**config.mk**
```make
export PLATFORM = sky130hd
export DESIGN_NAME = sd_card_spi_init_and_read_unit_flat
export DESIGN_NICKNAME = d
export VERILOG_FILES = /design/src/rtl/sdspi_pkg.sv /design/src/rtl/sdspi_if.sv /design/src/rtl/sd_card_spi_init_and_read_unit.sv /design/src/flat_wrapper.sv
export SDC_FILE = /design/constraint.sdc
export NUM_CORES = 1
export LEC_CHECK = 0
export BUFFER_PORTS_ARGS = -buffer_cell sky130_fd_sc_hd__buf_4
export CAP_MARGIN = 20
export CORE_MARGIN = 4
export CORE_UTILIZATION = 61
export CTS_CLUSTER_DIAMETER = 60
export DETAILED_ROUTE_END_ITERATION = 6
export PLACE_DENSITY = 0.8
export SYNTH_ARGS = -nofsm -noshare
export SYNTH_HDL_FRONTEND = slang
export SYNTH_SLANG_ARGS = --single-unit
```
**constraint.sdc**
```tcl
create_clock -name clk -period 5.2 [get_ports clk]
set_input_delay 1.56 -clock clk [delete_from_list [all_inputs] [get_ports clk]]
set_output_delay 1.56 -clock clk [all_outputs]
set_load 0.02 [all_outputs]
```
**src/rtl/sdspi_pkg.sv**
```systemverilog
// Package for the SPI-mode SD card host sequencer.
// Holds sequencer state codes, command codes, constants and beat types.
// No dependencies.
package sdspi_pkg;

  localparam int BLOCK_BYTES = 512;

  typedef enum logic [3:0] {
    ST_IDLE       = 4'd0,
    ST_TRAIN      = 4'd1,
    ST_DESEL      = 4'd2,
    ST_SEL        = 4'd3,
    ST_FRAME      = 4'd4,
    ST_POLL       = 4'd5,
    ST_REPLY      = 4'd6,
    ST_TRAIL      = 4'd7,
    ST_FAIL_TRAIL = 4'd8,
    ST_TOKEN      = 4'd9,
    ST_DATA       = 4'd10,
    ST_CRC        = 4'd11
  } seq_state_t;

  typedef enum logic [1:0] {
    MODE_INIT = 2'd0,
    MODE_READ = 2'd1,
    MODE_BYTE = 2'd2,
    MODE_TICK = 2'd3
  } mode_t;

  localparam logic [1:0] REG_INIT_TO  = 2'd0;
  localparam logic [1:0] REG_TOKEN_TO = 2'd1;
  localparam logic [1:0] REG_RETRIES  = 2'd2;
  localparam logic [1:0] REG_POLLS    = 2'd3;

  localparam logic [5:0] CMD_GO_IDLE   = 6'd0;
  localparam logic [5:0] CMD_IF_COND   = 6'd8;
  localparam logic [5:0] CMD_STOP      = 6'd12;
  localparam logic [5:0] CMD_READ_ONE  = 6'd17;
  localparam logic [5:0] CMD_READ_MULT = 6'd18;
  localparam logic [5:0] CMD_SEND_OP   = 6'd41;
  localparam logic [5:0] CMD_APP       = 6'd55;
  localparam logic [5:0] CMD_READ_OCR  = 6'd58;

  localparam logic [7:0]  CRC_CMD0   = 8'h95;
  localparam logic [7:0]  CRC_CMD8   = 8'h87;
  localparam logic [7:0]  CRC_DUMMY  = 8'h01;
  localparam logic [31:0] ARG_CMD8   = 32'h0000_01AA;
  localparam logic [31:0] ARG_HCS    = 32'h4000_0000;
  localparam logic [7:0]  TOKEN_DATA = 8'hFE;
  localparam logic [7:0]  R1_IDLE    = 8'h01;
  localparam logic [7:0]  R1_ILLEGAL = 8'h05;
  localparam logic [7:0]  BYTE_IDLE  = 8'hFF;
  localparam logic [15:0] ECHO_CMD8  = 16'h01AA;

  typedef struct packed {
    logic [1:0]  mode;
    logic [31:0] sector;
    logic [15:0] block_count;
    logic [7:0]  rx_byte;
  } in_beat_t;

  typedef struct packed {
    logic       xfer_valid;
    logic [7:0] tx_byte;
    logic       chip_select_low;
    logic       data_valid;
    logic [7:0] data_byte;
    logic       data_last;
    logic       done_res;
    logic       success;
    logic       high_capacity;
  } out_beat_t;

  typedef struct packed {
    logic [1:0]  idx;
    logic [15:0] data;
  } cfg_beat_t;

endpackage

```
**src/rtl/sdspi_if.sv**
```systemverilog
// Valid/ready channel interfaces for the SD SPI sequencer.
// Depends on sdspi_pkg for the beat types.
interface sdspi_in_if;
  logic                valid;
  logic                ready;
  sdspi_pkg::in_beat_t data;
  modport source (output valid, output data, input ready);
  modport sink   (input valid, input data, output ready);
endinterface

interface sdspi_out_if;
  logic                 valid;
  logic                 ready;
  sdspi_pkg::out_beat_t data;
  modport source (output valid, output data, input ready);
  modport sink   (input valid, input data, output ready);
endinterface

interface sdspi_cfg_if;
  logic                 valid;
  logic                 ready;
  sdspi_pkg::cfg_beat_t data;
  modport source (output valid, output data, input ready);
  modport sink   (input valid, input data, output ready);
endinterface

```
**src/rtl/sd_card_spi_init_and_read_unit.sv**
```systemverilog
// SPI-mode SD card host sequencer: init and block read, one beat in per cycle while not stalled.
// A result beat, when the accepted input beat yields one, is registered and shown the cycle after acceptance.
// Throughput: one input beat per cycle; the output register stalls input only
// when it is full and not being taken.
// Reset: rst_n synchronous active low; state idle, registers at defaults except the result beat register.
// Depends on sdspi_pkg and the sdspi_*_if interfaces.
module sd_card_spi_init_and_read_unit #(
  parameter int CLOCK_TRAIN_BYTES = 10
) (
  input  logic clk,
  input  logic rst_n,
  sdspi_in_if.sink    in_ch,
  sdspi_out_if.source out_ch,
  sdspi_cfg_if.sink   cfg_ch
);
  localparam logic [9:0]  BLK_LAST    = 10'(sdspi_pkg::BLOCK_BYTES - 1);
  localparam logic [9:0]  TRAIN_END   = 10'(CLOCK_TRAIN_BYTES + 1);

  // configuration
  logic [15:0] init_to_r, token_to_r;
  logic [7:0]  retries_r, polls_r;

  assign cfg_ch.ready = 1'b1;

  always_ff @(posedge clk) begin
    if (!rst_n) begin
      init_to_r  <= 16'd1000;
      token_to_r <= 16'd100;
      retries_r  <= 8'd10;
      polls_r    <= 8'd10;
    end else if (cfg_ch.valid) begin
      unique case (cfg_ch.data.idx)
        sdspi_pkg::REG_INIT_TO:  init_to_r  <= cfg_ch.data.data;
        sdspi_pkg::REG_TOKEN_TO: token_to_r <= cfg_ch.data.data;
        sdspi_pkg::REG_RETRIES:  retries_r  <= cfg_ch.data.data[7:0];
        sdspi_pkg::REG_POLLS:    polls_r    <= cfg_ch.data.data[7:0];
        default: ;
      endcase
    end
  end

  // sequencer state
  sdspi_pkg::seq_state_t st_r, st_nxt;
  logic [47:0] frame_r, frame_nxt;
  logic [9:0]  bc_r, bc_nxt;
  logic [7:0]  retry_r, retry_nxt;
  logic [15:0] tick_r, tick_nxt;
  logic [15:0] blocks_r, blocks_nxt;
  logic [31:0] reply_r, reply_nxt;
  logic [7:0]  r1_r, r1_nxt;
  logic        ba_r, ba_nxt;

  sdspi_pkg::out_beat_t ob_r, ob_nxt;
  logic                 ov_r, ov_nxt;

  logic accept;
  assign in_ch.ready = !ov_r || out_ch.ready;
  assign accept      = in_ch.valid && in_ch.ready;

  logic [5:0]  cmd;
  logic [7:0]  rx;
  logic [9:0]  bc_inc;
  logic        fin, fin_ok, emit, dv, dl;
  logic [31:0] addr;
  logic [2:0]  fidx;

  assign cmd    = frame_r[45:40];
  assign rx     = in_ch.data.rx_byte;
  assign bc_inc = bc_r + 10'd1;

  // next state, one pass per accepted beat
  always_comb begin
    st_nxt = st_r; frame_nxt = frame_r; bc_nxt = bc_r; retry_nxt = retry_r;
    tick_nxt = tick_r; blocks_nxt = blocks_r; reply_nxt = reply_r;
    r1_nxt = r1_r; ba_nxt = ba_r;
    fin = 1'b0; fin_ok = 1'b0; emit = 1'b0; dv = 1'b0; dl = 1'b0;
    addr = ba_r ? in_ch.data.sector : {in_ch.data.sector[22:0], 9'd0};
    if (accept) begin
      case (in_ch.data.mode)
        sdspi_pkg::MODE_TICK: begin
          if (tick_r != 16'hFFFF) tick_nxt = tick_r + 16'd1;
        end
        sdspi_pkg::MODE_INIT: begin
          if (st_r == sdspi_pkg::ST_IDLE) begin
            emit = 1'b1; ba_nxt = 1'b0; bc_nxt = '0; st_nxt = sdspi_pkg::ST_TRAIN;
          end
        end
        sdspi_pkg::MODE_READ: begin
          if (st_r == sdspi_pkg::ST_IDLE) begin
            emit = 1'b1;
            if (in_ch.data.block_count == 16'd0) fin = 1'b1;
            else begin
              blocks_nxt = in_ch.data.block_count;
              frame_nxt = {2'b01, (in_ch.data.block_count == 16'd1) ?
                           sdspi_pkg::CMD_READ_ONE : sdspi_pkg::CMD_READ_MULT,
                           addr, sdspi_pkg::CRC_DUMMY};
              bc_nxt = '0; st_nxt = sdspi_pkg::ST_DESEL;
            end
          end
        end
        default: begin
          if (st_r != sdspi_pkg::ST_IDLE) begin
            emit = 1'b1;
            unique case (st_r)
              sdspi_pkg::ST_TRAIN: begin
                bc_nxt = bc_inc;
                if (bc_inc >= TRAIN_END) begin
                  retry_nxt = '0;
                  frame_nxt = {2'b01, sdspi_pkg::CMD_GO_IDLE, 32'd0, sdspi_pkg::CRC_CMD0};
                  bc_nxt = '0; st_nxt = sdspi_pkg::ST_DESEL;
                end
              end
              sdspi_pkg::ST_DESEL: st_nxt = sdspi_pkg::ST_SEL;
              sdspi_pkg::ST_SEL: begin st_nxt = sdspi_pkg::ST_FRAME; bc_nxt = '0; end
              sdspi_pkg::ST_FRAME, sdspi_pkg::ST_POLL: begin
                logic resp;
                resp = 1'b0;
                bc_nxt = bc_inc;
                if (st_r == sdspi_pkg::ST_FRAME) begin
                  if (bc_inc >= 10'd6) begin
                    bc_nxt = '0;
                    if (polls_r == 8'd0) begin r1_nxt = 8'hFF; resp = 1'b1; end
                    else st_nxt = sdspi_pkg::ST_POLL;
                  end
                end else begin
                  r1_nxt = rx;
                  resp = !rx[7] || (bc_inc >= {2'b00, polls_r});
                end
                if (resp) begin
                  if (cmd == sdspi_pkg::CMD_IF_COND) begin
                    if (r1_nxt == sdspi_pkg::R1_IDLE) begin
                      st_nxt = sdspi_pkg::ST_REPLY; bc_nxt = '0; reply_nxt = '0;
                    end else if (r1_nxt == sdspi_pkg::R1_ILLEGAL) st_nxt = sdspi_pkg::ST_TRAIL;
                    else st_nxt = sdspi_pkg::ST_FAIL_TRAIL;
                  end else if (cmd == sdspi_pkg::CMD_READ_OCR) begin
                    if (r1_nxt == 8'd0) begin
                      st_nxt = sdspi_pkg::ST_REPLY; bc_nxt = '0; reply_nxt = '0;
                    end else st_nxt = sdspi_pkg::ST_FAIL_TRAIL;
                  end else if (cmd == sdspi_pkg::CMD_READ_ONE ||
                               cmd == sdspi_pkg::CMD_READ_MULT) begin
                    if (r1_nxt == 8'd0) begin st_nxt = sdspi_pkg::ST_TOKEN; tick_nxt = '0; end
                    else st_nxt = sdspi_pkg::ST_FAIL_TRAIL;
                  end else st_nxt = sdspi_pkg::ST_TRAIL;
                end
              end
              sdspi_pkg::ST_REPLY: begin
                reply_nxt = {reply_r[23:0], rx};
                bc_nxt = bc_inc;
                if (bc_inc >= 10'd4) st_nxt = sdspi_pkg::ST_TRAIL;
              end
              sdspi_pkg::ST_TRAIL: begin
                fin = 1'b0;
                case (cmd)
                  sdspi_pkg::CMD_GO_IDLE: begin
                    if (r1_r == sdspi_pkg::R1_IDLE) begin
                      frame_nxt = {2'b01, sdspi_pkg::CMD_IF_COND, sdspi_pkg::ARG_CMD8,
                                   sdspi_pkg::CRC_CMD8};
                      bc_nxt = '0; st_nxt = sdspi_pkg::ST_DESEL;
                    end else begin
                      retry_nxt = retry_r + 8'd1;
                      if (retry_nxt >= retries_r) fin = 1'b1;
                      else begin
                        frame_nxt = {2'b01, sdspi_pkg::CMD_GO_IDLE, 32'd0,
                                     sdspi_pkg::CRC_CMD0};
                        bc_nxt = '0; st_nxt = sdspi_pkg::ST_DESEL;
                      end
                    end
                  end
                  sdspi_pkg::CMD_IF_COND: begin
                    if ((r1_r == sdspi_pkg::R1_IDLE && reply_r[15:0] == sdspi_pkg::ECHO_CMD8)
                        || r1_r == sdspi_pkg::R1_ILLEGAL) begin
                      tick_nxt = '0;
                      retry_nxt = (r1_r == sdspi_pkg::R1_IDLE) ? 8'd1 : 8'd0;
                      frame_nxt = {2'b01, sdspi_pkg::CMD_APP, 32'd0, sdspi_pkg::CRC_DUMMY};
                      bc_nxt = '0; st_nxt = sdspi_pkg::ST_DESEL;
                    end else fin = 1'b1;
                  end
                  sdspi_pkg::CMD_APP: begin
                    if (r1_r > 8'h01) fin = 1'b1;
                    else begin
                      frame_nxt = {2'b01, sdspi_pkg::CMD_SEND_OP,
                                   (retry_r != 8'd0) ? sdspi_pkg::ARG_HCS : 32'd0,
                                   sdspi_pkg::CRC_DUMMY};
                      bc_nxt = '0; st_nxt = sdspi_pkg::ST_DESEL;
                    end
                  end
                  sdspi_pkg::CMD_SEND_OP: begin
                    if (r1_r == 8'd0) begin
                      if (retry_r != 8'd0) begin
                        frame_nxt = {2'b01, sdspi_pkg::CMD_READ_OCR, 32'd0,
                                     sdspi_pkg::CRC_DUMMY};
                        bc_nxt = '0; st_nxt = sdspi_pkg::ST_DESEL;
                      end else begin fin = 1'b1; fin_ok = 1'b1; end
                    end else if (tick_r < init_to_r) begin
                      frame_nxt = {2'b01, sdspi_pkg::CMD_APP, 32'd0, sdspi_pkg::CRC_DUMMY};
                      bc_nxt = '0; st_nxt = sdspi_pkg::ST_DESEL;
                    end else fin = 1'b1;
                  end
                  sdspi_pkg::CMD_READ_OCR: begin
                    ba_nxt = reply_r[30]; fin = 1'b1; fin_ok = 1'b1;
                  end
                  sdspi_pkg::CMD_READ_ONE, sdspi_pkg::CMD_STOP: begin
                    fin = 1'b1; fin_ok = 1'b1;
                  end
                  default: fin = 1'b1;
                endcase
              end
              sdspi_pkg::ST_FAIL_TRAIL: fin = 1'b1;
              sdspi_pkg::ST_TOKEN: begin
                if (rx == sdspi_pkg::TOKEN_DATA) begin
                  st_nxt = sdspi_pkg::ST_DATA; bc_nxt = '0;
                end else if (tick_r >= token_to_r) st_nxt = sdspi_pkg::ST_FAIL_TRAIL;
              end
              sdspi_pkg::ST_DATA: begin
                dv = 1'b1;
                dl = (blocks_r == 16'd1) && (bc_r == BLK_LAST);
                bc_nxt = bc_inc;
                if (bc_r == BLK_LAST) begin st_nxt = sdspi_pkg::ST_CRC; bc_nxt = '0; end
              end
              sdspi_pkg::ST_CRC: begin
                bc_nxt = bc_inc;
                if (bc_inc >= 10'd2) begin
                  blocks_nxt = blocks_r - 16'd1;
                  if (cmd == sdspi_pkg::CMD_READ_ONE) st_nxt = sdspi_pkg::ST_TRAIL;
                  else if (blocks_nxt != 16'd0) begin
                    st_nxt = sdspi_pkg::ST_TOKEN; tick_nxt = '0;
                  end else begin
                    frame_nxt = {2'b01, sdspi_pkg::CMD_STOP, 32'd0, sdspi_pkg::CRC_DUMMY};
                    bc_nxt = '0; st_nxt = sdspi_pkg::ST_DESEL;
                  end
                end
              end
              default: fin = 1'b1;
            endcase
          end
        end
      endcase
      if (fin) st_nxt = sdspi_pkg::ST_IDLE;
    end
  end

  // result beat from the next state
  always_comb begin
    fidx = 3'd0;
    case (bc_nxt[2:0])
      3'd1: fidx = 3'd1;
      3'd2: fidx = 3'd2;
      3'd3: fidx = 3'd3;
      3'd4: fidx = 3'd4;
      3'd5: fidx = 3'd5;
      default: fidx = 3'd0;
    endcase
    ob_nxt = '0;
    ob_nxt.high_capacity = ba_nxt;
    ob_nxt.data_valid = dv;
    ob_nxt.data_byte  = dv ? rx : 8'd0;
    ob_nxt.data_last  = dv && dl;
    if (fin) begin
      ob_nxt.done_res = 1'b1;
      ob_nxt.success  = fin_ok;
    end else begin
      ob_nxt.xfer_valid = 1'b1;
      ob_nxt.tx_byte    = sdspi_pkg::BYTE_IDLE;
      case (st_nxt)
        sdspi_pkg::ST_SEL, sdspi_pkg::ST_POLL, sdspi_pkg::ST_REPLY,
        sdspi_pkg::ST_TOKEN, sdspi_pkg::ST_DATA, sdspi_pkg::ST_CRC:
          ob_nxt.chip_select_low = 1'b1;
        sdspi_pkg::ST_FRAME: begin
          ob_nxt.chip_select_low = 1'b1;
          ob_nxt.tx_byte = frame_nxt[6'(40 - 8 * fidx) +: 8];
        end
        default: ob_nxt.chip_select_low = 1'b0;
      endcase
    end
    ov_nxt = emit ? 1'b1 : (ov_r && !out_ch.ready);
  end

  always_ff @(posedge clk) begin
    if (!rst_n) begin
      st_r <= sdspi_pkg::ST_IDLE; frame_r <= '0; bc_r <= '0; retry_r <= '0;
      tick_r <= '0; blocks_r <= '0; reply_r <= '0; r1_r <= 8'hFF; ba_r <= 1'b0;
      ov_r <= 1'b0;
    end else begin
      st_r <= st_nxt; frame_r <= frame_nxt; bc_r <= bc_nxt; retry_r <= retry_nxt;
      tick_r <= tick_nxt; blocks_r <= blocks_nxt; reply_r <= reply_nxt;
      r1_r <= r1_nxt; ba_r <= ba_nxt; ov_r <= ov_nxt;
    end
  end

  always_ff @(posedge clk) begin
    if (emit) ob_r <= ob_nxt;
  end

  assign out_ch.valid = ov_r;
  assign out_ch.data  = ob_r;

  // checks
  a_no_accept_when_blocked: assert property (@(posedge clk) disable iff (!rst_n)
    (ov_r && !out_ch.ready) |-> !in_ch.ready) else $error("input taken over full output");
  a_done_no_xfer: assert property (@(posedge clk) disable iff (!rst_n)
    (ov_r && ob_r.done_res) |-> !ob_r.xfer_valid) else $error("done with exchange");
  a_done_idle: assert property (@(posedge clk) disable iff (!rst_n)
    (emit && fin) |=> (st_r == sdspi_pkg::ST_IDLE)) else $error("finish not idle");
  a_data_in_data_state: assert property (@(posedge clk) disable iff (!rst_n)
    dv |-> (st_r == sdspi_pkg::ST_DATA)) else $error("data outside block");

endmodule
```
**src/flat_wrapper.sv**
```systemverilog
// flat-port wrapper written by rule: the top's interface ports become plain ports
module sd_card_spi_init_and_read_unit_flat 
#(
  parameter int CLOCK_TRAIN_BYTES = 10
)
  (clk, rst_n, in_ch_valid, in_ch_data, in_ch_ready, out_ch_valid, out_ch_data, out_ch_ready, cfg_ch_valid, cfg_ch_data, cfg_ch_ready);
  sdspi_in_if in_ch_i ();
  sdspi_out_if out_ch_i ();
  sdspi_cfg_if cfg_ch_i ();
  input  logic clk;
  input  logic rst_n;
  input wire logic [$bits(in_ch_i.valid)-1:0] in_ch_valid;
  input wire logic [$bits(in_ch_i.data)-1:0] in_ch_data;
  output wire logic [$bits(in_ch_i.ready)-1:0] in_ch_ready;
  output wire logic [$bits(out_ch_i.valid)-1:0] out_ch_valid;
  output wire logic [$bits(out_ch_i.data)-1:0] out_ch_data;
  input wire logic [$bits(out_ch_i.ready)-1:0] out_ch_ready;
  input wire logic [$bits(cfg_ch_i.valid)-1:0] cfg_ch_valid;
  input wire logic [$bits(cfg_ch_i.data)-1:0] cfg_ch_data;
  output wire logic [$bits(cfg_ch_i.ready)-1:0] cfg_ch_ready;
  assign in_ch_i.valid = in_ch_valid;
  assign in_ch_i.data = in_ch_data;
  assign in_ch_ready = in_ch_i.ready;
  assign out_ch_valid = out_ch_i.valid;
  assign out_ch_data = out_ch_i.data;
  assign out_ch_i.ready = out_ch_ready;
  assign cfg_ch_i.valid = cfg_ch_valid;
  assign cfg_ch_i.data = cfg_ch_data;
  assign cfg_ch_ready = cfg_ch_i.ready;
  sd_card_spi_init_and_read_unit #(.CLOCK_TRAIN_BYTES(CLOCK_TRAIN_BYTES)) u_core (.clk(clk), .rst_n(rst_n), .in_ch(in_ch_i), .out_ch(out_ch_i), .cfg_ch(cfg_ch_i));
endmodule
```
# Word-level counts from Yosys, hierarchy flattened
# Index checks and enable logic that the tools add are counted.
[totals] register_bits=214 in_bits=81 out_inout_bits=26 elab_cells=346
[op_classes] add_sub_neg=5 order_cmp=9 n_eq_ne=73 n_shift=1 n_mux=175 bitwise=8 reduce_logical=51
[ops] operator="2-to-1 mux 48 bit" count=15
[ops] operator="2-to-1 mux 16 bit" count=17
[ops] operator="2-to-1 mux 10 bit" count=25
[ops] operator="case mux 48 bit (4 select lines)" count=1
[ops] operator="2-to-1 mux 31 bit" count=6
[ops] operator="case mux 48 bit (3 select lines)" count=1
[ops] operator="2-to-1 mux 4 bit" count=31
[ops] operator="case mux 48 bit (2 select lines)" count=1
[ops] operator="2-to-1 mux 8 bit" count=11
[ops] operator="case mux 10 bit (8 select lines)" count=1
[ops] operator="case mux 16 bit (2 select lines)" count=2
[ops] operator="case mux 31 bit (2 select lines)" count=1
[ops] operator="case mux 16 bit (3 select lines)" count=1
[ops] operator="indexed part select 48 x 7 -> 8 bit" count=1
[ops] operator="2-to-1 mux 1 bit" count=44
[ops] operator="case mux 10 bit (4 select lines)" count=1
[ops] operator="case mux 4 bit (9 select lines)" count=1
[ops] operator="equality test 16 x 1 -> 1 bit (second input constant)" count=2
[ops] operator="2-to-1 mux 32 bit" count=1
[ops] operator="case mux 8 bit (2 select lines)" count=2
[ops] operator="case mux 10 bit (3 select lines)" count=1
[ops] operator="equality test 4 x 3 -> 1 bit (second input constant)" count=7
[ops] operator="equality test 4 bit (second input constant)" count=6
[ops] operator="zero test 8 bit" count=3
[ops] operator="other kinds (70)" count=140

# Longest topological paths before layout
# Gate-level depths: netlist (run 1).
[logic_depth] depth_word=23 ltp_mapped=18 mapped_depth_nobuf=16

# Least setup slack after synthesis (run 1)
# OpenSTA, ideal clock, no wires.
[synth_timing] path_kind="input port to flip-flop" start="input port in_ch_data[56]" end="register u_core.ob_r, in the netlist u_core.out_ch.data[0], enable pin" setup_time_ns=0.412 arrival_ns=4.033 required_time_ns=4.788 slack_ns=0.755 path_stages=7 path_buffers=3 cell_sequence="inv_1 -> ha_1 -> clkbuf_1 -> clkbuf_1 -> clkbuf_1 -> or3_1 -> a21oi_1"
[synth_between] elab_chain_cells=4 word_cells_on_any_way=6 classes_between="2 x eq/ne; 2 x mux; 2 x reduce/logical"
[synth_rtl] item="start: declaration" line_no="flat_wrapper.sv:13" text="input wire logic [$bits(in_ch_i.data)-1:0] in_ch_data;"
[synth_rtl] item="equality test 2 x 1 -> 1 bit or zero test 2 bit (tied branches)" line_no="sd_card_spi_init_and_read_unit.sv:79" text="case (in_ch.data.mode)"
[synth_rtl] item="OR reduction 2 bit (no line)"
[synth_rtl] item="case mux 1 bit (2 select lines) *" line_no="sd_card_spi_init_and_read_unit.sv:79"
[synth_rtl] item="2-to-1 mux 1 bit *" line_no="sd_card_spi_init_and_read_unit.sv:78" text="if (accept) begin"
[synth_rtl] item="via u_core.emit" line_no="sd_card_spi_init_and_read_unit.sv:63" text="logic fin, fin_ok, emit, dv, dl;"
[synth_rtl] item="end signal: assignment" line_no="sd_card_spi_init_and_read_unit.sv:291" text="if (emit) ob_r <= ob_nxt;"
[synth_rtl] item="end: declaration" line_no="sd_card_spi_init_and_read_unit.sv:53" text="sdspi_pkg::out_beat_t ob_r, ob_nxt;"
# The timed path passes the listed nets; every way through them passes the cells marked *.
# A chain may end at the register's enable or synchronous reset.

# Worst setup path in the final report (run 1)
[layout_timing] start="register u_core.retry_r[0]" end="register u_core.ob_r, in the netlist u_core.out_ch.data[18] (data pin)"
[layout_between] elab_chain_cells=14 word_cells_on_any_way=53 classes_between="2 x add/sub; 1 x order compare; 6 x eq/ne; 1 x shift; 42 x mux; 1 x reduce/logical"
[layout_rtl] item="start: declaration" line_no="sd_card_spi_init_and_read_unit.sv:46" text="logic [7:0] retry_r, retry_nxt;"
[layout_rtl] item="start signal: assignment" line_no="sd_card_spi_init_and_read_unit.sv:284" text="st_r <= st_nxt; frame_r <= frame_nxt; bc_r <= bc_nxt; retry_r <= retry_nxt;"
[layout_rtl] item="adder 8 x 1 -> 8 bit" line_no="sd_card_spi_init_and_read_unit.sv:160" text="retry_nxt = retry_r + 8'd1;"
[layout_rtl] item=">= comparator 8 bit" line_no="sd_card_spi_init_and_read_unit.sv:161" text="if (retry_nxt >= retries_r) fin = 1'b1;"
[layout_rtl] item="2-to-1 mux 10 bit" line_no="sd_card_spi_init_and_read_unit.sv:161"
[layout_rtl] item="2-to-1 mux 10 bit" line_no="sd_card_spi_init_and_read_unit.sv:155" text="if (r1_r == sdspi_pkg::R1_IDLE) begin"
[layout_rtl] item="case mux 10 bit (4 select lines)" line_no="sd_card_spi_init_and_read_unit.sv:153" text="case (cmd)"
[layout_rtl] item="case mux 10 bit (8 select lines)" line_no="sd_card_spi_init_and_read_unit.sv:104" text="unique case (st_r)"
[layout_rtl] item="2-to-1 mux 10 bit" line_no="sd_card_spi_init_and_read_unit.sv:102" text="if (st_r != sdspi_pkg::ST_IDLE) begin"
[layout_rtl] item="case mux 10 bit (3 select lines)" line_no="sd_card_spi_init_and_read_unit.sv:79"
[layout_rtl] item="2-to-1 mux 3 bit" line_no="sd_card_spi_init_and_read_unit.sv:78"
[layout_rtl] item="equality test 3 bit (tied with other cells)" line_no="sd_card_spi_init_and_read_unit.sv:245" text="case (bc_nxt[2:0])"
[layout_rtl] item="case mux 3 bit (5 select lines)" line_no="sd_card_spi_init_and_read_unit.sv:245"
[layout_rtl] item="subtractor 6 bit" line_no="sd_card_spi_init_and_read_unit.sv:270" text="ob_nxt.tx_byte = frame_nxt[6'(40 - 8 * fidx) +: 8];"
[layout_rtl] item="indexed part select 48 x 7 -> 8 bit" line_no="sd_card_spi_init_and_read_unit.sv:270"
[layout_rtl] item="2-to-1 mux 8 bit" line_no="sd_card_spi_init_and_read_unit.sv:264" text="case (st_nxt)"
# Several ways; a longest one is shown, not always the timed one. The select of a mux whose other input is x is not followed.

==> impl_metrics.csv, run 1 <==
group,metric,value,unit
run_status,status,"finished with violations",
run_status,violations,"design-rule violations",
critical_path,slowest_delay,0.50,ns
critical_path,crit_type,"reg2reg",
cts,cts-root-buf,"clkbuf_16",
critical_path,worstPathArrival,5.24,ns
power_and_ir_drop,power-per-cell-area,269,nW/um^2
global_route,antenna_found_initial,1,
global_route,grt_usage,32.5,%
routing,antenna_left,0,
placed_design,port_buffers,105,
final_layout,area_delta_synth_final,14.1,%
routing,finalWirelength,39700,um
floorplanning,chipHeight,152,um
timing,max_freq,205,MHz
logic_synthesis,synth_edf_count,23,
logic_synthesis,ys_types,98,
routing,drtIter0Drc,1287,
power_and_ir_drop,power_leakage,0.00552,uW
placed_design,dp_hpwl,29000,um
logic_synthesis,synth_nets,1800,
routing,dr.pass1.iters,7,
floorplanning,num_rows,52,
timing,maxSlewViolCount,0,
logic_synthesis,ys_seq_area_share,33.4,%
placed_design,dp.cells,1971,
routing,routedWlPerCell,19.7,um
critical_path,crit_end,"u_core.out_ch.data[18]",
routing,viasPerCell,6.33,
cts,cts_hold_buf,0,
critical_path,worstSetupStartpointType,"flop",
cts,clock_latency,0.54,ns
cts,cts_buffers,26,
critical_path,crit_chain,"ha_1, nand3_1, xnor2_1, ha_1, a21o_1, a2111oi_1, o21a_1, or4_1, o211a_2, a21oi_4, a2111oi_0, o31ai_1, and4bb_2, nand3_1, o21ai_1, a211oi_2",
timing,hold_viol_final,0,
floorplanning,pin_count,107,
timing,period_minus_slack,4.88,ns
cts,cts_resized,0,
logic_synthesis,syn_inst,1660,
power_and_ir_drop,p_total,3910,uW
cts,clk_pin_slew,0.06,ns
timing,layout_setup_ws,0.324,ns
logic_synthesis,ys_warn_count,0,
timing,worstMarginPinSlew,0.883,ns
critical_path,r2r-end,"u_core.out_ch.data[18]",
final_layout,final_nets,1869,
critical_path,rrSetupSlack,0.32,ns
cts,cts_sinks,201,
floorplanning,core-area,20400,um^2
critical_path,critPathMaxFanout,7,
placed_design,gp_congestion,1.03,
timing,max_slew_margin,40.7,%
timing,rsz0062_at_grt,"false",
floorplanning,die_area,23200,um^2
global_route,grt_overflow,0,
global_route,grt_max_degree,67,
cts,cts_tree,"yes",
global_route,grt_pass1_wl,63100,um
logic_synthesis,yosysTopAreaCellShare,28.0,%
routing,vias,12800,
logic_synthesis,ys_ff_latch,201,
cts,post_cts_buffers,0,
critical_path,rr_worst_depth,16,
floorplanning,start_util,62.5,%
timing,fin_skew,0.0199,ns
critical_path,crit_path_end_kind,"flop",
timing,fin_crit_sh,93.8,%
cts,clockBufferDepth,3,
final_layout,layout-drive-gt1-share,13.2,%
critical_path,critPathSlowestCell,"a2111oi_0",
logic_synthesis,syn_avg_cell_area,7.66,um^2
floorplanning,die_w,152,um
routing,drc,2,
logic_synthesis,syn_area,12700,um^2
critical_path,critPathLaunch,"u_core.retry_r[0]",
power_and_ir_drop,vdd_ir_drop_max,0.000259,V
min_path,hold_path_class,"reg2reg",
global_route,grt_pass1_vias,12100,
timing,hold_ws,0.452,ns
timing,finalSetupTns,0,ns
logic_synthesis,synthArstFlopShare,0,%
placed_design,post-place-ws,0.233,ns
critical_path,crit_required,5.56,ns
cts,ctsHtreeMaxLevel,1,
timing,setup_viol,0,
final_layout,fin_cells,2018,
logic_synthesis,synth.largest_area_cell,"dfxtp_1",
critical_path,reg2reg_from,"u_core.retry_r[0]",
flow_run,drv_cap,0,
logic_synthesis,synth.area.top_cells,"dfxtp_1 (28%), nand2_1 (7.0%), a21oi_1 (5.9%)",
logic_synthesis,ys.flop_type,"dfxtp_1",
final_layout,antennaDiodeCount,0,
[critical path: cells and delay by family (launching register included)]
| family | cells | cell delay (ns) |
|---|---|---|
| compound gates | 9 | 2.30 |
| xor+xnor | 1 | 0.31 |
| fa+ha+maj | 2 | 0.62 |
| flops | 1 | 0.46 |
| simple gates | 4 | 1.00 |
[worst min-delay path by stage]
stage / start / end / slack, ns / depth (start not counted)
2_1_floorplan: u_core.reply_r[8] / u_core.reply_r[8] / 0.43 / 2
3_3_place_gp: u_core.reply_r[8] / u_core.reply_r[8] / 0.43 / 2
3_5_place_dp: u_core.reply_r[8] / u_core.reply_r[8] / 0.44 / 2
4_1_cts: u_core.reply_r[8] / u_core.reply_r[8] / 0.45 / 2
5_1_grt: u_core.reply_r[8] / u_core.reply_r[8] / 0.46 / 2
6_report: u_core.reply_r[8] / u_core.reply_r[8] / 0.45 / 2
[power by group]
part	total, uW	leakage [uW]	internal, uW	switching [uW]
Combinational	545	0.00347	201	344
Clock	1720	0.000401	1020	706
Sequential	1640	0.00165	1610	33.9
Total	3910	0.00552	2820	1080
[per-stage QoR]
stage / instance area [um^2] / util [%]
floorplan: 12700 / -
global placement: 13700 / 67.2
detailed placement: 13700 / 67.3
CTS: 14500 / 71.3
global route: 14500 / 71.3
finish: 14500 / 71.3
[routing by layer]
layer | vias to the layer above | part of all wire (%) | track usage [%]
li1 | 6086 | - | -
met1 | 6001 | 41 | 42.5
met2 | 584 | 47 | 53.7
met3 | 108 | 8.2 | 6.59
met4 | 2 | 3.6 | 11.5
met5 | - | 0.028 | 0
[registers in the layout, summed over array words and instances (netlist names)]
signal               flops
u_core.frame_r          48
u_core.out_ch.data      23
u_core.reply_r          18
u_core.blocks_r         16
u_core.init_to_r        16
u_core.tick_r           16
u_core.token_to_r       16
u_core.bc_r             10
u_core.polls_r           8
u_core.r1_r              8
u_core.retries_r         8
u_core.retry_r           8
u_core.st_r              4
u_core.ba_r              1
u_core.out_ch.valid      1
[cell usage after synthesis (6+ instances only)]
cell	instances
o22ai_1	14
nor4_1	18
a211oi_1	13
ha_1	59
buf_2	11
and3_1	22
o211ai_1	22
o21ai_1	7
and2_1	40
nand3b_1	6
a21oi_1	151
a31oi_1	13
o31ai_1	8
nand2_1	236
o21a_1	15
nor2_1	162
nand2b_1	12
inv_1	78
o21ai_0	100
mux2i_1	38
nor2b_1	12
nand4_1	34
a21o_1	15
nand3_1	40
or4_1	9
clkbuf_1	77
a22oi_1	14
nor3_1	45
edfxtp_1	23
xor2_1	11
or3_1	14
mux2_2	7
dfxtp_1	178
xnor2_1	15
[final cells by class]
class	instances	area, um^2
multi-input combinational	1282	7760
fill	1675	5840
sequential	201	4250
timing repair buffer	139	1040
clock buffer	38	757
tap	270	338
inverter	79	298
clock inverter	9	67.6
[logic make-up (layout without fill, tap and decap cells)]
| group | count (synthesis) | in the layout | share of synthesized area, % |
|---|---|---|---|
| multiplexers | 45 | 45 | 3.61 |
| adder cells (fa/ha/maj) | 59 | 59 | 5.80 |
| AND/OR/NAND/NOR | 697 | 697 | 26.6 |
| AO/OA/AOI/OAI | 454 | 454 | 23.1 |
| buffers and inverters | 177 | 265 | 5.62 |
| flip-flops | 201 | 201 | 33.4 |
| other | 1 | 1 | 0.0295 |
| XOR/XNOR | 26 | 26 | 1.79 |
[cells in the final DEF (no fill, tap or decap), drive strengths merged, types with 34 or more instances in the layout]
cell and count:
a21oi 158, o21ai 107, nor3 48, mux2i 38
nand3 40, inv 80, nand4 34, ha 59
nor2 166, dfxtp 178, buf 139, clkbuf 38
nand2 238, and2 42
Power figures use the tool's default switching activity.
==> inputs of run 2 (changes only) <==
--- a/config.mk
+++ b/config.mk
@@ -8,10 +8,11 @@
 export BUFFER_PORTS_ARGS = -buffer_cell sky130_fd_sc_hd__buf_4
 export CAP_MARGIN = 20
 export CORE_MARGIN = 4
-export CORE_UTILIZATION = 61
+export CORE_UTILIZATION = 63
+export CTS_BUF_LIST = sky130_fd_sc_hd__clkbuf_8
 export CTS_CLUSTER_DIAMETER = 60
 export DETAILED_ROUTE_END_ITERATION = 6
-export PLACE_DENSITY = 0.8
+export PLACE_DENSITY = 0.82
 export SYNTH_ARGS = -nofsm -noshare
 export SYNTH_HDL_FRONTEND = slang
 export SYNTH_SLANG_ARGS = --single-unit
==> constraint.sdc (replaced) <==
create_clock -name clk -period 5.2 [get_ports clk]
set_input_delay 0.78 -clock clk [delete_from_list [all_inputs] [get_ports clk]]
set_output_delay 0.78 -clock clk [all_outputs]
set_load 0.02 [all_outputs]
==> run 2 against run 1 <==
Against the previous run: the flow now finishes without violations; clock skew is 0.0068 ns higher; wire length is 2.6% lower; critical path type unchanged; clock power is 17% lower; non-clock buffer count is 11 lower; final cell count is 0.20% lower; flip-flop and latch count stayed put; power is 8.0% lower; highest routed layer is now met4.
==> impl_metrics.csv, run 2 (synthesis results as in run 1) <==
group,metric,value,unit
timing,hold_viol_final,0,
critical_path,crit_type,"reg2reg",
final_layout,fin_cells,2014,
timing,setup_viol,0,
cts,cts-root-buf,"clkbuf_8",
global_route,antenna_found_initial,0,
critical_path,worstSetupStartpointType,"flop",
final_layout,area_delta_synth_final,12.3,%
floorplanning,die_w,150,um
final_layout,final_common_cell,"nand2_1",
critical_path,rrSetupSlack,0.47,ns
timing,period_minus_slack,4.73,ns
timing,finalSetupTns,0,ns
routing,drc,0,
critical_path,crit_end,"u_core.out_ch.data[19]",
cts,clk_pin_slew,0.06,ns
global_route,grt_pass1_wl,63000,um
final_layout,stdcell_area,14300,um^2
routing,viasPerCell,6.35,
timing,maxSlewViolCount,0,
final_layout,n_fill_cell,1670,
critical_path,critPathLaunch,"u_core.bc_r[1]",
final_layout,final_nets,1868,
critical_path,critPathMaxFanout,13,
timing,max_slew_margin,28.7,%
min_path,hp-start,"u_core.init_to_r[11]",
power_and_ir_drop,power-per-cell-area,252,nW/um^2
min_path,hold_path_class,"reg2reg",
floorplanning,die_area,22500,um^2
critical_path,rr_worst_depth,14,
placed_design,placed_area,13600,um^2
final_layout,antennaDiodeCount,0,
timing,hold_ws,0.452,ns
floorplanning,chipHeight,150,um
global_route,grt_usage,34.4,%
timing,max_freq,211,MHz
cts,cts_buffers,36,
global_route,grt_pass1_vias,12300,
placed_design,dp_hpwl,28700,um
flow_run,drv_cap,0,
floorplanning,num_rows,51,
placed_design,port_buffers,105,
cts,ctsHtreeMaxLevel,2,
cts,cts_hold_buf,0,
global_route,grt_max_degree,57,
routing,dr.pass1.iters,6,
cts,post_cts_buffers,0,
power_and_ir_drop,p_total,3590,uW
timing,worstMarginPinSlew,1.06,ns
floorplanning,pin_count,107,
timing,rsz0062_at_grt,"false",
cts,clock_latency,0.53,ns
cts,cts_sinks,201,
routing,vias,12800,
final_layout,layout-drive-gt1-share,12.9,%
cts,cts_resized,0,
critical_path,crit_path_end_kind,"flop",
routing,antenna_left,0,
floorplanning,core-area,19700,um^2
critical_path,worstPathArrival,5.00,ns
final_layout,top_register,"u_core.frame_r",
routing,routedWlPerCell,19.2,um
critical_path,r2r-end,"u_core.out_ch.data[19]",
power_and_ir_drop,power_leakage,0.00547,uW
global_route,grt_overflow,0,
power_and_ir_drop,vdd_ir_drop_max,0.000196,V
timing,fin_skew,0.0267,ns
timing,fin_crit_sh,90.9,%
run_status,status,"finished, final reports clean",
cts,cts_tree,"yes",
final_layout,largest_register_ff_count,48,
placed_design,dp.cells,1955,
critical_path,reg2reg_from,"u_core.bc_r[1]",
routing,finalWirelength,38700,um
final_layout,mostFrequentLayoutCells,"nand2_1 (236), dfxtp_1 (178), nor2_1 (162)",
placed_design,gp_congestion,1.05,
cts,clockBufferDepth,3,
critical_path,crit_required,5.47,ns
floorplanning,start_util,64.7,%
routing,drtIter0Drc,1264,
[run 2: worst min-delay path by stage]
stage	endpoint	slack, ns	depth (start not counted)
2_1_floorplan	u_core.reply_r[8]	0.43	2
3_3_place_gp	u_core.init_to_r[0]	0.44	2
3_5_place_dp	u_core.init_to_r[11]	0.45	2
4_1_cts	u_core.init_to_r[11]	0.45	2
5_1_grt	u_core.init_to_r[11]	0.47	2
6_report	u_core.init_to_r[11]	0.45	2
[run 2: cell type report]
cell class / count / area, um^2 / share of cell area, %
Multi-Input combinational cell: 1282 / 7760 / 54.3
Sequential cell: 201 / 4250 / 29.8
Timing Repair Buffer: 128 / 961 / 6.73
Clock buffer: 43 / 592 / 4.14
Tap cell: 265 / 332 / 2.32
Inverter: 79 / 298 / 2.08
Clock inverter: 16 / 87.6 / 0.613
[run 2: worst max-delay path, stage by stage, from the launching register on]
cell and delay, ns:
dfxtp_1 0.51, ha_1 0.28, and3_1 0.34, nand3_1 0.21, mux2i_1 0.46, o2111ai_1 0.46
nor2b_1 0.30, a21oi_2 0.54, nor2_2 0.18, a2bb2oi_2 0.23, a21oi_2 0.12, buf_4 0.24
mux2_2 0.36, o21ai_0 0.17, a211oi_1 0.06
[run 2: power by group]
part           internal (uW)  switching [uW]  total, uW
Sequential              1610            32.0       1640
Combinational            197             340        538
Clock                    790             627       1420
Total                   2600             999       3590
[run 2: layer usage]
| layer | share of wire (%) | track usage, % |
|---|---|---|
| met5 | 0 | 0 |
| met4 | 3.4 | 12.0 |
| met3 | 9.3 | 6.56 |
| met2 | 46 | 56.5 |
| met1 | 41 | 45.4 |
[run 2: metrics by stage]
stage	util, %	setup WS, ns
2_1_floorplan	-	1.34
3_3_place_gp	69.2	0.815
3_5_place_dp	69.2	0.627
4_1_cts	72.7	0.600
5_1_grt	72.7	0.169
6_report	72.7	0.471
==> inputs of run 3 (changes only) <==
--- a/config.mk
+++ b/config.mk
@@ -13,6 +13,7 @@
 export CTS_CLUSTER_DIAMETER = 60
 export DETAILED_ROUTE_END_ITERATION = 6
 export PLACE_DENSITY = 0.82
+export SLEW_MARGIN = 25
 export SYNTH_ARGS = -nofsm -noshare
 export SYNTH_HDL_FRONTEND = slang
 export SYNTH_SLANG_ARGS = --single-unit
==> constraint.sdc (replaced) <==
create_clock -name clk -period 5.2 [get_ports clk]
set_input_delay 0.52 -clock clk [delete_from_list [all_inputs] [get_ports clk]]
set_output_delay 0.52 -clock clk [all_outputs]
set_load 0.02 [all_outputs]
==> run 3 against run 2 <==
Against the previous run: via count down 0.75%; largest power group unchanged; critical path type unchanged; combinational power down 1%; clock skew up 0.0039 ns; wire length down 1.3%; setup slack worse by 0.041 ns; register-to-register slack worse by 0.04 ns; clock power up 4%; utilization up 0.11 points; sequential share of layout area about the same; cell area up 0.15%; die area unchanged.
==> impl_metrics.csv, run 3 (synthesis results as in run 1) <==
group,metric,value,unit
global_route,use_met1,45.6,%
cts,clockBufferDepth,3,
cts,clock_latency,0.54,ns
cts,cts_tree,"yes",
critical_path,worstPathArrival,5.03,ns
floorplanning,core-area,19700,um^2
routing,dr.pass1.iters,6,
timing,fin_skew,0.0306,ns
floorplanning,die_area,22500,um^2
floorplanning,chipHeight,150,um
floorplanning,pin_count,107,
global_route,met2_usage,54.0,%
placed_design,dp.cells,1952,
final_layout,final_common_cell,"nand2_1",
final_layout,area_delta_synth_final,12.4,%
critical_path,crit_required,5.47,ns
global_route,grt_overflow,0,
timing,worstMarginPinSlew,0.858,ns
placed_design,post-place-ws,0.678,ns
routing,routedWlPerCell,18.9,um
final_layout,largest_register_ff_count,48,
cts,cts_buffers,37,
power_and_ir_drop,power_leakage,0.00547,uW
run_status,status,"finished, final reports clean",
cts,cts_hold_buf,0,
timing,fin_crit_sh,91.7,%
placed_design,dp_hpwl,28200,um
critical_path,worstSetupStartpointType,"flop",
final_layout,layout-drive-gt1-share,13.2,%
routing,viasPerCell,6.29,
critical_path,crit_path_end_kind,"flop",
timing,maxSlewViolCount,0,
final_layout,final_nets,1866,
timing,setup_viol,0,
timing,period_minus_slack,4.77,ns
timing,finalSetupTns,0,ns
cts,post_cts_buffers,0,
placed_design,gp_congestion,0.993,
routing,antenna_left,0,
timing,hold_ws,0.215,ns
critical_path,rrSetupSlack,0.43,ns
routing,vias,12700,
global_route,antenna_found_initial,0,
min_path,hold_path_class,"in2reg",
routing,finalWirelength,38200,um
global_route,busiest_layer,"met2",
critical_path,crit_type,"reg2reg",
critical_path,critPathSlowestCell,"a21oi_2",
floorplanning,die_w,150,um
flow_run,drv_cap,0,
routing,drtIter0Drc,1401,
cts,ctsHtreeMaxLevel,2,
placed_design,port_buffers,105,
global_route,grt_usage,33.5,%
cts,cts_sinks,201,
timing,rsz0062_at_grt,"false",
global_route,grt_pass1_wl,61300,um
cts,cts_resized,0,
power_and_ir_drop,p_total,3650,uW
floorplanning,num_rows,51,
final_layout,mostFrequentLayoutCells,"nand2_1 (236), dfxtp_1 (178), nor2_1 (162)",
cts,clk_pin_slew,0.06,ns
global_route,grt_max_degree,61,
final_layout,top_register,"u_core.frame_r",
power_and_ir_drop,power-per-cell-area,255,nW/um^2
final_layout,fin_cells,2019,
cts,cts-root-buf,"clkbuf_8",
final_layout,antennaDiodeCount,0,
critical_path,crit_chain,"ha_1, nand3_1, xnor2_1, ha_1, a21o_1, a2111oi_0, o21a_1, or4_1, a31oi_1, or2_2, o2bb2ai_4, a21oi_2, buf_4, nor2_1, a211oi_1, a211oi_1",
global_route,met3_usage,6.14,%
timing,max_freq,210,MHz
routing,drc,0,
timing,hold_viol_final,0,
power_and_ir_drop,vdd_ir_drop_max,0.000232,V
timing,layout_setup_ws,0.430,ns
floorplanning,start_util,64.7,%
timing,max_slew_margin,42.8,%
critical_path,slowest_delay,0.49,ns
critical_path,critPathMaxFanout,8,
global_route,grt_pass1_vias,12000,
## run 3: cell count changes in the layout (fill, tap and decap cells not counted)
cell and delta:
clkinv_4 +1, inv_1 -1, clkbuf_8 +2, o21ai_1 -1, buf_4 -4, clkinv_2 +5, bufinv_16 -1, clkinvlp_4 +2
o21ai_2 +1, buf_2 +1
## run 3: worst max-delay path: cells and delay by family (launching register included)
family / cells / cell delay [ns]
compound gates: 8 / 2.09
xor+xnor: 1 / 0.22
fa+ha+maj: 2 / 0.59
buf+inv: 1 / 0.27
flops: 1 / 0.44
simple gates: 4 / 0.89
## run 3: final cells by class
| class | count | area, um^2 |
|---|---|---|
| multi-input cells | 1282 | 7770 |
| flip-flops and latches | 201 | 4250 |
| repair buffers | 125 | 936 |
| inverters | 79 | 298 |
| fillers | 1674 | 5350 |
| well taps | 265 | 332 |
| clock inverters | 22 | 103 |
| clock buffers | 45 | 619 |
## run 3: report_power, final
part	internal [uW]	switching (uW)	leakage (uW)	total, uW
Combinational	195	336	0.00340	531
Sequential	1610	34.4	0.00165	1640
Clock	787	689	0.000421	1480
Total	2590	1060	0.00547	3650
## run 3: final timing paths
check                                           start  cells after the start                     end
worst max-delay path                u_core.retry_r[0]                     16  u_core.out_ch.data[17]
worst min-delay path                   cfg_ch_data[8]                      3     u_core.init_to_r[8]
worst min register to register  u_core.token_to_r[11]                      2   u_core.token_to_r[11]
worst max register to register      u_core.retry_r[0]                     16  u_core.out_ch.data[17]
## run 3: routing by layer
| metal | part of all wire (%) | vias to the layer above |
|---|---|---|
| li1 | - | 6087 |
| met1 | 41 | 5907 |
| met2 | 46 | 582 |
| met3 | 9.4 | 116 |
| met4 | 3.1 | 0 |
| met5 | 0 | - |
## run 3: through the flow
step	util, %	instance area, um^2
2_1_floorplan	-	12700
3_3_place_gp	69.1	13600
3_5_place_dp	69.1	13600
4_1_cts	72.8	14300
5_1_grt	72.8	14300
6_report	72.8	14300
